File: src/sv/trr_pkg.sv
// ----------------------------------------------------------------------------
// trr_pkg
// Shared types and constants of the tape record reader controller: function
// codes, status codes, request and result kinds, parser control and events.
// ----------------------------------------------------------------------------
package trr_pkg;

	// function codes, compared after masking off the unit number
	localparam logic [11:0] FC_MASK          = 12'o7770;
	localparam logic [11:0] FC_SELECT        = 12'o2000;
	localparam logic [11:0] FC_WRITE_BIN     = 12'o2010;
	localparam logic [11:0] FC_READ_BIN      = 12'o2020;
	localparam logic [11:0] FC_BACKSPACE     = 12'o2030;
	localparam logic [11:0] FC_REWIND        = 12'o2060;
	localparam logic [11:0] FC_REWIND_UNLOAD = 12'o2070;
	localparam logic [11:0] FC_STATUS        = 12'o2100;
	localparam logic [11:0] FC_WRITE_BCD     = 12'o2210;
	localparam logic [11:0] FC_READ_BCD      = 12'o2220;
	localparam logic [11:0] FC_FILE_MARK     = 12'o2610;

	// drive status codes
	localparam logic [3:0] ST_READY       = 4'o00;
	localparam logic [3:0] ST_NOT_READY   = 4'o01;
	localparam logic [3:0] ST_END_OF_TAPE = 4'o10;

	// one buffer entry holds the two 12-bit words of a 3-byte group
	localparam int WORD_W = 12;
	localparam int PAIR_W = 2 * WORD_W;

	typedef enum logic [1:0] {
		REQ_FUNC        = 2'd0,
		REQ_CHAN_READ   = 2'd1,
		REQ_MEDIUM_BYTE = 2'd2,
		REQ_MEDIUM_END  = 2'd3
	} req_t;

	typedef enum logic [1:0] {
		RES_FUNC_REPLY = 2'd0,
		RES_CHAN_WORD  = 2'd1,
		RES_CHAN_DEACT = 2'd2
	} kind_t;

	typedef enum logic [1:0] {
		CMD_NONE    = 2'd0,
		CMD_REWIND  = 2'd1,
		CMD_DELIVER = 2'd2
	} mcmd_t;

	typedef enum logic [1:0] {
		PEND_NONE   = 2'd0,
		PEND_STATUS = 2'd1,
		PEND_READ   = 2'd2
	} pend_t;

	typedef enum logic [3:0] {
		PH_IDLE    = 4'b0001,
		PH_HEADER  = 4'b0010,
		PH_DATA    = 4'b0100,
		PH_TRAILER = 4'b1000
	} phase_t;

	// controller to parser
	typedef struct packed {
		logic start;
		logic abort;
		logic byte_en;
		logic end_en;
	} parse_ctl_t;

	// parser to controller, valid in the cycle of the causing item
	typedef struct packed {
		logic       done;
		logic       fail;
		logic [3:0] status;
	} parse_ev_t;

endpackage

File: src/sv/trr_parser.sv
// ----------------------------------------------------------------------------
// trr_parser
// Record frame parser: length header, data bytes packed two words per three
// bytes into the word buffer, and the length trailer check.
// ----------------------------------------------------------------------------
module trr_parser #(
	parameter int MAX_RECORD_BYTES = 6144,
	parameter int BUFFER_WORDS     = 4096
) (
	input  logic                                  clk,
	input  logic                                  arst_n,
	input  trr_pkg::parse_ctl_t                   ctl,
	input  logic [7:0]                            byte_data,
	output trr_pkg::parse_ev_t                    ev,
	output logic [$clog2(BUFFER_WORDS + 1)-1:0]   n_words,
	output logic                                  wr_en,
	output logic [(((BUFFER_WORDS + 1) / 2 > 1) ?
		$clog2((BUFFER_WORDS + 1) / 2) : 1)-1:0]   wr_addr,
	output logic [trr_pkg::PAIR_W-1:0]            wr_data
);
	import trr_pkg::*;

	localparam int WLW   = $clog2(BUFFER_WORDS + 1);
	localparam int PAIRS = (BUFFER_WORDS + 1) / 2;
	localparam int PAW   = (PAIRS > 1) ? $clog2(PAIRS) : 1;
	localparam int CW    = $clog2(MAX_RECORD_BYTES + 1);
	localparam int GW    = $clog2(MAX_RECORD_BYTES / 3 + 1);
	localparam int NW    = (GW + 2 > WLW) ? GW + 2 : WLW;

	phase_t          phase_q, phase_d;
	logic [CW-1:0]   cnt_q, cnt_d, cnt_inc;
	logic [31:0]     hdr_q, hdr_d, hdr_full;
	logic [31:0]     trl_q, trl_d, trl_full;
	logic [1:0]      pos_q, pos_d;
	logic [GW-1:0]   grp_q, grp_d;
	logic [7:0]      b0_q, b0_d, b1_q, b1_d;
	logic [WLW-1:0]  nw_q, nw_d;
	logic [NW-1:0]   n_raw;
	logic            last;
	logic            grp_in_range;

	// partial header and trailer with the current byte in its lane
	always_comb begin
		hdr_full = hdr_q;
		hdr_full[{cnt_q[1:0], 3'b000} +: 8] = byte_data;
		trl_full = trl_q;
		trl_full[{cnt_q[1:0], 3'b000} +: 8] = byte_data;
	end

	assign cnt_inc      = cnt_q + 1'b1;
	assign last         = cnt_inc >= hdr_q[CW-1:0];
	assign grp_in_range = 32'(grp_q) < 32'(PAIRS);
	assign n_raw        = NW'({grp_q, 1'b0}) + NW'(2);
	assign wr_addr      = PAW'(grp_q);
	assign n_words      = nw_q;

	// next state of the frame parse
	always_comb begin
		phase_d   = phase_q;
		cnt_d     = cnt_q;
		hdr_d     = hdr_q;
		trl_d     = trl_q;
		pos_d     = pos_q;
		grp_d     = grp_q;
		b0_d      = b0_q;
		b1_d      = b1_q;
		nw_d      = nw_q;
		ev        = '0;
		wr_en     = 1'b0;
		wr_data   = '0;
		if (ctl.start) begin
			phase_d = PH_HEADER;
			cnt_d   = '0;
			hdr_d   = '0;
			trl_d   = '0;
			b0_d    = '0;
			b1_d    = '0;
		end else if (ctl.abort) begin
			phase_d = PH_IDLE;
		end else if (ctl.end_en) begin
			case (phase_q)
				PH_HEADER: begin
					ev.fail   = 1'b1;
					ev.status = ST_END_OF_TAPE;
					phase_d   = PH_IDLE;
				end
				PH_DATA, PH_TRAILER: begin
					ev.fail   = 1'b1;
					ev.status = ST_NOT_READY;
					phase_d   = PH_IDLE;
				end
				default: ;
			endcase
		end else if (ctl.byte_en) begin
			case (phase_q)
				PH_HEADER: begin
					hdr_d = hdr_full;
					cnt_d = cnt_inc;
					if (cnt_q[1:0] == 2'd3) begin
						cnt_d = '0;
						pos_d = '0;
						grp_d = '0;
						if (hdr_full == 32'd0) begin
							// tape mark
							phase_d = PH_IDLE;
						end else if (hdr_full > 32'(MAX_RECORD_BYTES)) begin
							ev.fail   = 1'b1;
							ev.status = ST_NOT_READY;
							phase_d   = PH_IDLE;
						end else begin
							phase_d = PH_DATA;
						end
					end
				end
				PH_DATA: begin
					// pack the group; a short last group is padded with zero
					case (pos_q)
						2'd0: begin
							b0_d    = byte_data;
							wr_data = {12'h000, byte_data, 4'h0};
						end
						2'd1: begin
							b1_d    = byte_data;
							wr_data = {byte_data[3:0], 8'h00, b0_q, byte_data[7:4]};
						end
						default: begin
							wr_data = {b1_q[3:0], byte_data, b0_q, b1_q[7:4]};
						end
					endcase
					wr_en = (pos_q == 2'd2 || last) && grp_in_range;
					if (pos_q == 2'd2) begin
						pos_d = '0;
						grp_d = grp_q + 1'b1;
					end else begin
						pos_d = pos_q + 1'b1;
					end
					cnt_d = cnt_inc;
					if (last) begin
						phase_d = PH_TRAILER;
						cnt_d   = '0;
						trl_d   = '0;
						nw_d    = (n_raw > NW'(BUFFER_WORDS)) ? WLW'(BUFFER_WORDS)
							: WLW'(n_raw);
					end
				end
				PH_TRAILER: begin
					trl_d = trl_full;
					cnt_d = cnt_inc;
					if (cnt_q[1:0] == 2'd3) begin
						cnt_d   = '0;
						phase_d = PH_IDLE;
						if (trl_full == hdr_q) begin
							ev.done = 1'b1;
						end else begin
							ev.fail   = 1'b1;
							ev.status = ST_NOT_READY;
						end
					end
				end
				default: ;
			endcase
		end
	end

	// parse state registers
	always_ff @(posedge clk or negedge arst_n) begin
		if (!arst_n) begin
			phase_q <= PH_IDLE;
			cnt_q   <= '0;
			hdr_q   <= '0;
			trl_q   <= '0;
			pos_q   <= '0;
			grp_q   <= '0;
			b0_q    <= '0;
			b1_q    <= '0;
			nw_q    <= '0;
		end else begin
			phase_q <= phase_d;
			cnt_q   <= cnt_d;
			hdr_q   <= hdr_d;
			trl_q   <= trl_d;
			pos_q   <= pos_d;
			grp_q   <= grp_d;
			b0_q    <= b0_d;
			b1_q    <= b1_d;
			nw_q    <= nw_d;
		end
	end

	// buffer is written only while data bytes arrive
	a_wr_in_data: assert property (@(posedge clk) disable iff (!arst_n)
		wr_en |-> phase_q == PH_DATA)
		else $error("buffer write outside data phase");

	// a record in the data phase has a legal nonzero length
	a_len_legal: assert property (@(posedge clk) disable iff (!arst_n)
		phase_q == PH_DATA |-> (hdr_q != 32'd0 && hdr_q <= 32'(MAX_RECORD_BYTES)))
		else $error("data phase with illegal record length");

	// a finished record always reports a word count within the buffer
	a_done_count: assert property (@(posedge clk) disable iff (!arst_n)
		ev.done |-> (nw_q != '0 && 32'(nw_q) <= BUFFER_WORDS))
		else $error("record done with bad word count");
endmodule

File: config.mk
export PLATFORM = sky130hd
export DESIGN_NAME = trr_parser
export DESIGN_NICKNAME = d
export VERILOG_FILES = /design/src/sv/trr_pkg.sv /design/src/sv/trr_parser.sv
export SDC_FILE = /design/constraint.sdc
export NUM_CORES = 1
export LEC_CHECK = 0
export BUFFER_PORTS_ARGS = -buffer_cell sky130_fd_sc_hd__buf_2
export CORE_MARGIN = 4
export CORE_UTILIZATION = 50
export CTS_CLUSTER_DIAMETER = 100
export DETAILED_ROUTE_END_ITERATION = 10
export PLACE_DENSITY = 0.71
export SYNTH_ARGS = -nofsm -noshare
export SYNTH_HDL_FRONTEND = slang
export SYNTH_SLANG_ARGS = --single-unit
File: constraint.sdc
create_clock -name clk -period 4 [get_ports clk]
set_input_delay 0.4 -clock clk [delete_from_list [all_inputs] [get_ports clk]]
set_output_delay 0.4 -clock clk [all_outputs]
set_load 0.005 [all_outputs]
# Word-level counts from Yosys, hierarchy flattened
# Index checks and enable logic that the tools add are counted.
[totals]
ff_bits = 124
in_bits = 14
out_inout_bits = 55
elab_cells = 140
[op_classes]
n_addsub = 5
magnitude_cmp = 4
n_eq_ne = 16
n_shift = 2
n_mux = 75
bitwise = 3
n_reduce_logical = 26
[ops]
columns = ["operator", "count"]
rows = [
  ["2-to-1 mux 32 bit", 10],
  ["2-to-1 mux 24 bit", 5],
  ["2-to-1 mux 8 bit", 12],
  ["2-to-1 mux 13 bit", 7],
  ["bitwise mux 32 bit", 2],
  ["case mux 32 bit (2 select lines)", 1],
  ["case mux 24 bit (2 select lines)", 1],
  ["2-to-1 mux 4 bit", 9],
  ["== test 32 bit", 1],
  ["> comparator 32 x 13 -> 1 bit (second input constant)", 1],
  ["logical NOT 32 bit", 1],
  ["variable shift 8 x 7 -> 32 bit (first input constant)", 1],
  ["indexed part select 8 x 7 -> 32 bit", 1],
  ["case mux 13 bit (2 select lines)", 1],
  ["2-to-1 mux 5 bit", 5],
  ["2-to-1 mux 12 bit", 2],
  ["2-to-1 mux 6 bit", 4],
  ["case mux 12 bit (2 select lines)", 1],
  ["case mux 5 bit (2 select lines)", 2],
  ["AND reduction 6 bit", 3],
  ["!= test 5 bit (second input constant)", 3],
  ["AND reduction 5 bit", 3],
  ["adder 13 x 2 -> 14 bit (second input constant)", 1],
  ["> comparator 14 x 13 -> 1 bit (second input constant)", 1],
  ["32 further kinds", 53],
]

# Longest topological paths before layout
# Gate-level depths: netlist of run 1.
[logic_depth]
word_depth = 12
depth_mapped = 16
mapped_depth_nobuf = 14

# Worst setup path before layout of run 1
# No wires, ideal clock.
[synth_path]
path_type = "reg-to-output"
startpoint = "register cnt_q[0]"
endpoint = "output port ev[0] (netlist name)"
t_arrival_ns = 3.373
required_ns = 3.600
path_slack_ns = 0.227
stages_incl_launch_ff = 14
path_buffers = 4
cell_sequence = "dfrtp_1 buf_4 clkbuf_1 inv_1 ha_1 buf_4 nor3b_1 clkbuf_1 a31oi_1 xnor2_1 nor4_1 nand4_1 o31a_1 o211a_1"
[synth_rtl]
columns = ["element", "line", "text"]
rows = [
  ["start, declared", "trr_parser.sv:31", "logic [CW-1:0] cnt_q, cnt_d, cnt_inc;"],
  ["start signal, assigned", "trr_parser.sv:179", "cnt_q <= cnt_d;"],
  ["end, declared", "trr_parser.sv:14", "output trr_pkg::parse_ev_t ev,"],
]

==> results of run 1 <==
## kinds of logic after synthesis
family / Yosys count / share of synthesized area [%]
multiplexers: 21 / 2.70
AO/OA/AOI/OAI: 244 / 20.0
adder cells (fa/ha/maj): 21 / 3.30
flip-flops: 123 / 38.7
buffers and inverters: 113 / 6.24
other: 1 / 0.0471
AND/OR/NAND/NOR: 379 / 23.5
XOR/XNOR: 50 / 5.50
## layer usage
layer | global-route usage (%) | vias to the layer above
li1 | - | 3475
met1 | 38.4 | 3562
met2 | 38.8 | 282
met3 | 5.21 | 26
met4 | 6.79 | 0
met5 | 0 | -
## layout make-up
type	count	share of cell area [%]
Clock buffer	20	5.01
Timing Repair Buffer	101	6.57
Sequential cell	123	33.8
Inverter	33	1.39
Tap cell	211	2.90
Clock inverter	12	1.25
Multi-Input combinational cell	719	49.1
## state kept, by name (all words and copies together), names as in the netlist
register / count
cnt_q: 13
phase_q: 4
grp_q: 12
b1_q: 8
b0_q: 8
pos_q: 2
hdr_q: 32
n_words: 12
trl_q: 32
## timing repair
| action | CTS | global route |
|---|---|---|
| buffers inserted | 3 | 0 |
| resized for setup | 7 | 10 |
| pin swaps | 0 | 1 |
| setup endpoints to repair | 3 | 4 |
| gates cloned | 0 | 1 |
## metrics by stage
step | hold slack (ns) | setup WS, ns
after CTS | 0.00674 | 0.0564
after floorplan | 0.104 | 0.227
final | -0.00671 | 0.118
after detailed placement | 0.456 | 0.247
after global routing | 0.0314 | 0.00194
after global placement | 0.453 | 0.314
## worst max-delay path by stage
stage                        start     to  slack (ns)
final                     cnt_q[0]  ev[5]        0.12
after global routing      cnt_q[1]  wr_en       0.002
after CTS                 cnt_q[0]  ev[0]        0.06
after detailed placement  cnt_q[1]  ev[0]        0.25
after global placement    cnt_q[1]  ev[0]        0.31
after floorplan           cnt_q[0]  ev[0]        0.23
## cell usage in the layout, fill, tap and decap left out, types with 4 or more instances in the layout
cell type / n
a21o_1: 9
a21oi_1: 79
a22o_1: 28
a22oi_1: 4
a311oi_1: 5
a31oi_1: 17
and2_1: 4
and3_1: 21
buf_2: 64
buf_4: 37
clkbuf_16: 17
clkinvlp_4: 4
dfrtp_1: 121
ha_1: 17
ha_4: 4
inv_1: 31
inv_6: 4
mux2_2: 4
mux2i_1: 17
nand2_1: 128
nand2b_1: 4
nand3_1: 31
nand4_1: 14
nand4b_1: 6
nor2_1: 93
nor2b_1: 17
nor3_1: 13
nor4_1: 13
o21ai_0: 41
o21ai_1: 6
o22ai_1: 5
o31ai_1: 10
o41ai_1: 7
or2_2: 6
or4_1: 4
xnor2_1: 34
xor2_1: 16
## power groups by stage
stage	registers (mW)	logic, mW	clock network (mW)
2_1_floorplan	1.29	0.160	0
3_3_place_gp	1.29	0.257	0
3_5_place_dp	1.29	0.257	0
4_1_cts	1.27	0.262	1.50
5_1_grt	1.27	0.292	1.56
6_report	1.27	0.268	1.48
==> impl_metrics.csv, run 1 <==
group,metric,value,unit
placement,globalplace.congestion,1.00,
worst_setup_path,criticalPathCategory,"flop to output port",
cells_and_area,stdcell_count,1219,
clock_network,cts_tree,"done",
sta,period_minus_slack,3.88,ns
clock_network,cts.reportedPaths.clkPinSlew,0.06,ns
worst_setup_path,arrival,3.48,ns
sta,fin_skew,0.0124,ns
run_status,violations,"negative hold slack",
power_and_ir_drop,power_frac_clock,49.0,%
worst_setup_path,worstRegToRegCells,15,
power_and_ir_drop,p_int,2.23,mW
placement,io_buffer_count,65,
worst_setup_path,crit_cells,9,
worst_setup_path,cp_data_required_time,3.60,ns
synthesis,async_flop_share,100,%
power_and_ir_drop,power,3.02,mW
synthesis,synth_cell_type_count,75,
sta,fin_crit_sh,97.1,%
grt,overflow,0,
die,die_x,134,um
synthesis,synth_cells,952,
cells_and_area,area_delta_synth_final,14.5,%
worst_setup_path,critical_path.slowest_cell,"or4b_1",
synthesis,avgSynthCellArea,8.36,um2
routing,drtAntennaViolNets,0,
cells_and_area,n_antenna_cell,0,
grt,grt_pass1_wl,37200,um
die,initial_core_util,51.8,%
sta,hold_viol_final,6,
power_and_ir_drop,p_sw_share,26.1,%
worst_setup_path,crit_buf_inv,2,
cells_and_area,multi_input_comb_area,0.00447,mm2
power_and_ir_drop,ir_worst_vdd,301,uV
sta,max-slew-margin-rel,30.1,%
cells_and_area,nFillCells,1391,
worst_setup_path,r2r_setup_slack,0.29,ns
worst_setup_path,reg2reg_to,"trl_q[25]",
grt,antenna_found_initial,0,
sta,setup_viol,0,
worst_setup_path,path_max_fanout,14,
sta,rsz0062_at_grt,"false",
cells_and_area,stdcell_area,0.00911,mm2
die,fp-row-count,45,
worst_setup_path,worstPathCellList,"inv_2, ha_4, nor3b_4, a311oi_1, a2111oi_2, nand4_1, or4b_1, nor4_1, buf_2",
synthesis,yosysMostFrequentCell,"nand2_1",
routing,drt_iter0_drc,732,
worst_hold_path,hp-class,"primary input to asynchronous set/reset pin",
sta,fmax,258,MHz
sta,final.setup.tns,0,ns
sta,finalMaxSlewViolations,0,
worst_setup_path,reg2reg_from,"cnt_q[1]",
clock_network,cts_made_buffers,17,
synthesis,synth_area_leaders,"dfrtp_1, nand2_1, a21oi_1",
clock_network,cts.sinks,123,
synthesis,synth.top_cell.area_share,38.4,%
grt,grt_max_degree,58,
sta,tightest_slew,1.04,ns
cells_and_area,final_core_util,59.3,%
power_and_ir_drop,power_density,332,mW/mm2
synthesis,ys_warn_count,0,
routing,vias,7345,
synthesis,syn_area,0.00796,mm2
routing,highest_layer,"met4",
power_and_ir_drop,power_frac_comb,8.9,%
routing,wl_per_cell,18.9,um
die,dieArea,0.0180,mm2
cells_and_area,seq_area,0.00308,mm2
routing,via_per_inst,6.03,
synthesis,synth-edff-count,0,
die,die_y,134,um
power_and_ir_drop,leakage,4.13,nW
clock_network,htreeDepth,4,
placement,placed_cell_area,0.00843,mm2
die,io_pins,69,
cells_and_area,drive_gt1_share,16.2,%
routing,wl_met1,10700,um
routing,routed_wl,23100,um
routing,dr_wl_met3,1560,um
routing,met2_length,10400,um
run,max_cap_violations,0,
clock_network,cts_root_buf,"clkbuf_16",
clock_network,clk_latency,0.42,ns
routing,drt_first_pass_iters,5,
die,fp.coreArea,0.0154,mm2
worst_setup_path,endpoint_kind,"output port",
cells_and_area,nNetsFinal,1030,
routing,drc_errors,0,
worst_setup_path,cp_top_family,"simple AND/OR/NAND/NOR gates",
sta,hold_slack,-0.00671,ns
power_and_ir_drop,p_sw,0.789,mW
synthesis,yosys.area.top_type,"dfrtp_1",
placement,dpl.cell_count,1183,
synthesis,synth-seq-area-share,38.7,%
placement,hpwl,16100,um
power_and_ir_drop,pwr-share-seq,42.1,%
synthesis,ys_ff_latch,123,
grt,grt_pass1_vias,6900,
synthesis,synthFlopType,"dfrtp_1",
grt,grtUsageTotal,25.9,%
synthesis,synthTopCellsByCount,"nand2_1, dfrtp_1, nor2_1, a21oi_1, clkbuf_1",
worst_setup_path,startpoint_type,"flop",
clock_network,cts_buffer_depth,2,
worst_setup_path,max_stage_delay,0.55,ns
run_status,status,"finished, violations left",
clock_network,post_cts_hold_buffer_count,0,
No activity file was read; power rests on OpenSTA's default activity.
==> inputs of run 2 (changes only) <==
- CORE_UTILIZATION: 50 -> 55
- PLACE_DENSITY: 0.71 -> 0.77
==> run 2 against run 1 <==
The flow now finishes without violations. Worst setup slack worse by 0.058 ns. Clock power is 9% higher. Flip-flop and latch count stayed put. Largest cell class unchanged. Highest routed layer unchanged. Core utilization is 5.7 points higher. Cell count is 2.5% lower.
==> impl_metrics.csv, run 2 (synthesis gave the netlist of run 1 again) <==
group,metric,value,unit
run_status,status,"complete, no violations",
power_and_ir_drop,p_sw,0.823,mW
die,dieArea,0.0165,mm2
worst_setup_path,endpoint_kind,"output port",
die,fp.coreArea,0.0140,mm2
power_and_ir_drop,p_int,2.33,mW
placement,io_buffer_count,65,
clock_network,post_cts_hold_buffer_count,0,
power_and_ir_drop,p_sw_share,26.1,%
sta,hold_viol_final,0,
sta,setup_viol,0,
power_and_ir_drop,ir_worst_vdd,281,uV
routing,wl_per_cell,19.6,um
grt,grt_pass1_vias,7055,
routing,via_per_inst,6.26,
sta,max-slew-margin-rel,19.6,%
routing,routed_wl,23400,um
routing,drt_first_pass_iters,5,
worst_hold_path,hp-class,"primary input to asynchronous set/reset pin",
worst_setup_path,criticalPathCategory,"flop to output port",
clock_network,cts_made_buffers,17,
grt,grt_max_degree,68,
sta,finalMaxSlewViolations,0,
sta,fin_crit_sh,98.5,%
cells_and_area,n_antenna_cell,0,
routing,drc_errors,0,
die,die_x,128,um
clock_network,cts_buffer_depth,2,
sta,final.setup.tns,0,ns
grt,antenna_found_initial,0,
power_and_ir_drop,power_density,346,mW/mm2
cells_and_area,final_core_util,65.0,%
sta,tightest_slew,1.20,ns
clock_network,cts.reportedPaths.clkPinSlew,0.06,ns
power_and_ir_drop,leakage,4.18,nW
cells_and_area,seq_area,0.00308,mm2
die,io_pins,69,
clock_network,cts_root_buf,"clkbuf_16",
sta,fin_skew,0.00916,ns
cells_and_area,final_cell_mix,"nand2_1, dfrtp_1, nor2_1",
clock_network,cts.sinks,123,
cells_and_area,stdcell_area,0.00912,mm2
cells_and_area,nNetsFinal,1031,
routing,drtAntennaViolNets,0,
worst_setup_path,arrival,3.54,ns
cells_and_area,multi_input_comb_area,0.00445,mm2
worst_setup_path,startpoint_type,"flop",
cells_and_area,top_regs,"hdr_q (32), trl_q (32), cnt_q (13)",
clock_network,cts_tree,"done",
grt,overflow,0,
power_and_ir_drop,power_frac_comb,8.5,%
worst_setup_path,path_max_fanout,13,
clock_network,clk_latency,0.43,ns
cells_and_area,mostFrequentLayoutCell,"nand2_1",
run,max_cap_violations,0,
placement,hpwl,16000,um
cells_and_area,nFillCells,1219,
die,initial_core_util,56.7,%
sta,fmax,254,MHz
sta,hold_slack,0.0831,ns
die,fp-row-count,43,
cells_and_area,area_delta_synth_final,14.6,%
die,die_y,128,um
worst_setup_path,cp_data_required_time,3.60,ns
placement,placed_cell_area,0.00841,mm2
grt,grtUsageTotal,28.8,%
cells_and_area,drive_gt1_share,16.7,%
power_and_ir_drop,pwr-share-seq,40.3,%
routing,drt_iter0_drc,733,
clock_network,htreeDepth,4,
routing,vias,7441,
placement,globalplace.congestion,1.00,
grt,grt_pass1_wl,37600,um
power_and_ir_drop,power,3.16,mW
sta,period_minus_slack,3.94,ns
worst_setup_path,worstRegToRegCells,16,
power_and_ir_drop,power_frac_clock,51.2,%
[run 2: cell count changes in the layout (fill, tap and decap cells not counted), moves of 2 or more]
| cell | change |
|---|---|
| buf_6 | +2 |
| clkinv_4 | +2 |
| clkbuf_8 | -2 |
| inv_6 | +2 |
| bufinv_16 | +2 |
| ha_4 | -3 |
| ha_2 | +2 |
| nor3b_2 | -2 |
| clkinvlp_4 | -3 |
[run 2: final timing paths]
path                            start          to  slack (ns)
max                          cnt_q[1]       ev[0]        0.06
min                            arst_n   trl_q[17]        0.08
max reg2reg                  cnt_q[0]   trl_q[26]        0.31
min reg2reg                n_words[7]  n_words[7]        0.47
max in group asynchronous      arst_n    cnt_q[1]        3.11
min in group clk               ctl[3]  phase_q[1]        0.30
[run 2: per-stage QoR]
step	setup slack, ns	cells
after global placement	0.372	1152
after detailed placement	0.236	1152
after global routing	-0.0259	1189
after floorplan	0.227	954
after CTS	0.0104	1187
final	0.0594	1189
[run 2: per-layer routing]
metal / vias to the layer above / part of all wire (%) / global-route usage [%]
li1: 3465 / - / -
met1: 3582 / 44 / 41.4
met2: 343 / 46 / 43.4
met3: 51 / 8.0 / 5.46
met4: 0 / 2.8 / 10.7
met5: - / 0 / 0
[run 2: final cells by class]
| class | instances | area share [%] |
|---|---|---|
| Multi-Input combinational cell | 718 | 48.8 |
| Sequential cell | 123 | 33.8 |
| Timing Repair Buffer | 103 | 6.94 |
| Clock buffer | 17 | 4.66 |
| Tap cell | 180 | 2.47 |
| Clock inverter | 15 | 2.04 |
| Inverter | 33 | 1.36 |
[run 2: repair_timing]
action,CTS,global route
endpoints found under the setup margin,3,10
pin swaps,1,4
setup buffers,3,2
gates resized for setup,5,16
[run 2: critical path, cell delays in order, from the launching register on]
cell and delay (ns):
dfrtp_2 0.41, inv_2 0.07, ha_1 0.22, buf_6 0.16
or3b_4 0.44, o221ai_2 0.17, o311a_1 0.26, nand4b_1 0.12
or4b_4 0.55, o31a_1 0.36, o211a_1 0.22, buf_2 0.12
[run 2: power by group through the flow]
stage	Combinational [mW]	Sequential, mW	Clock, mW
after CTS	0.262	1.27	1.63
after detailed placement	0.258	1.29	0
after floorplan	0.160	1.29	0
final	0.268	1.27	1.62
after global placement	0.257	1.29	0
after global routing	0.293	1.27	1.69
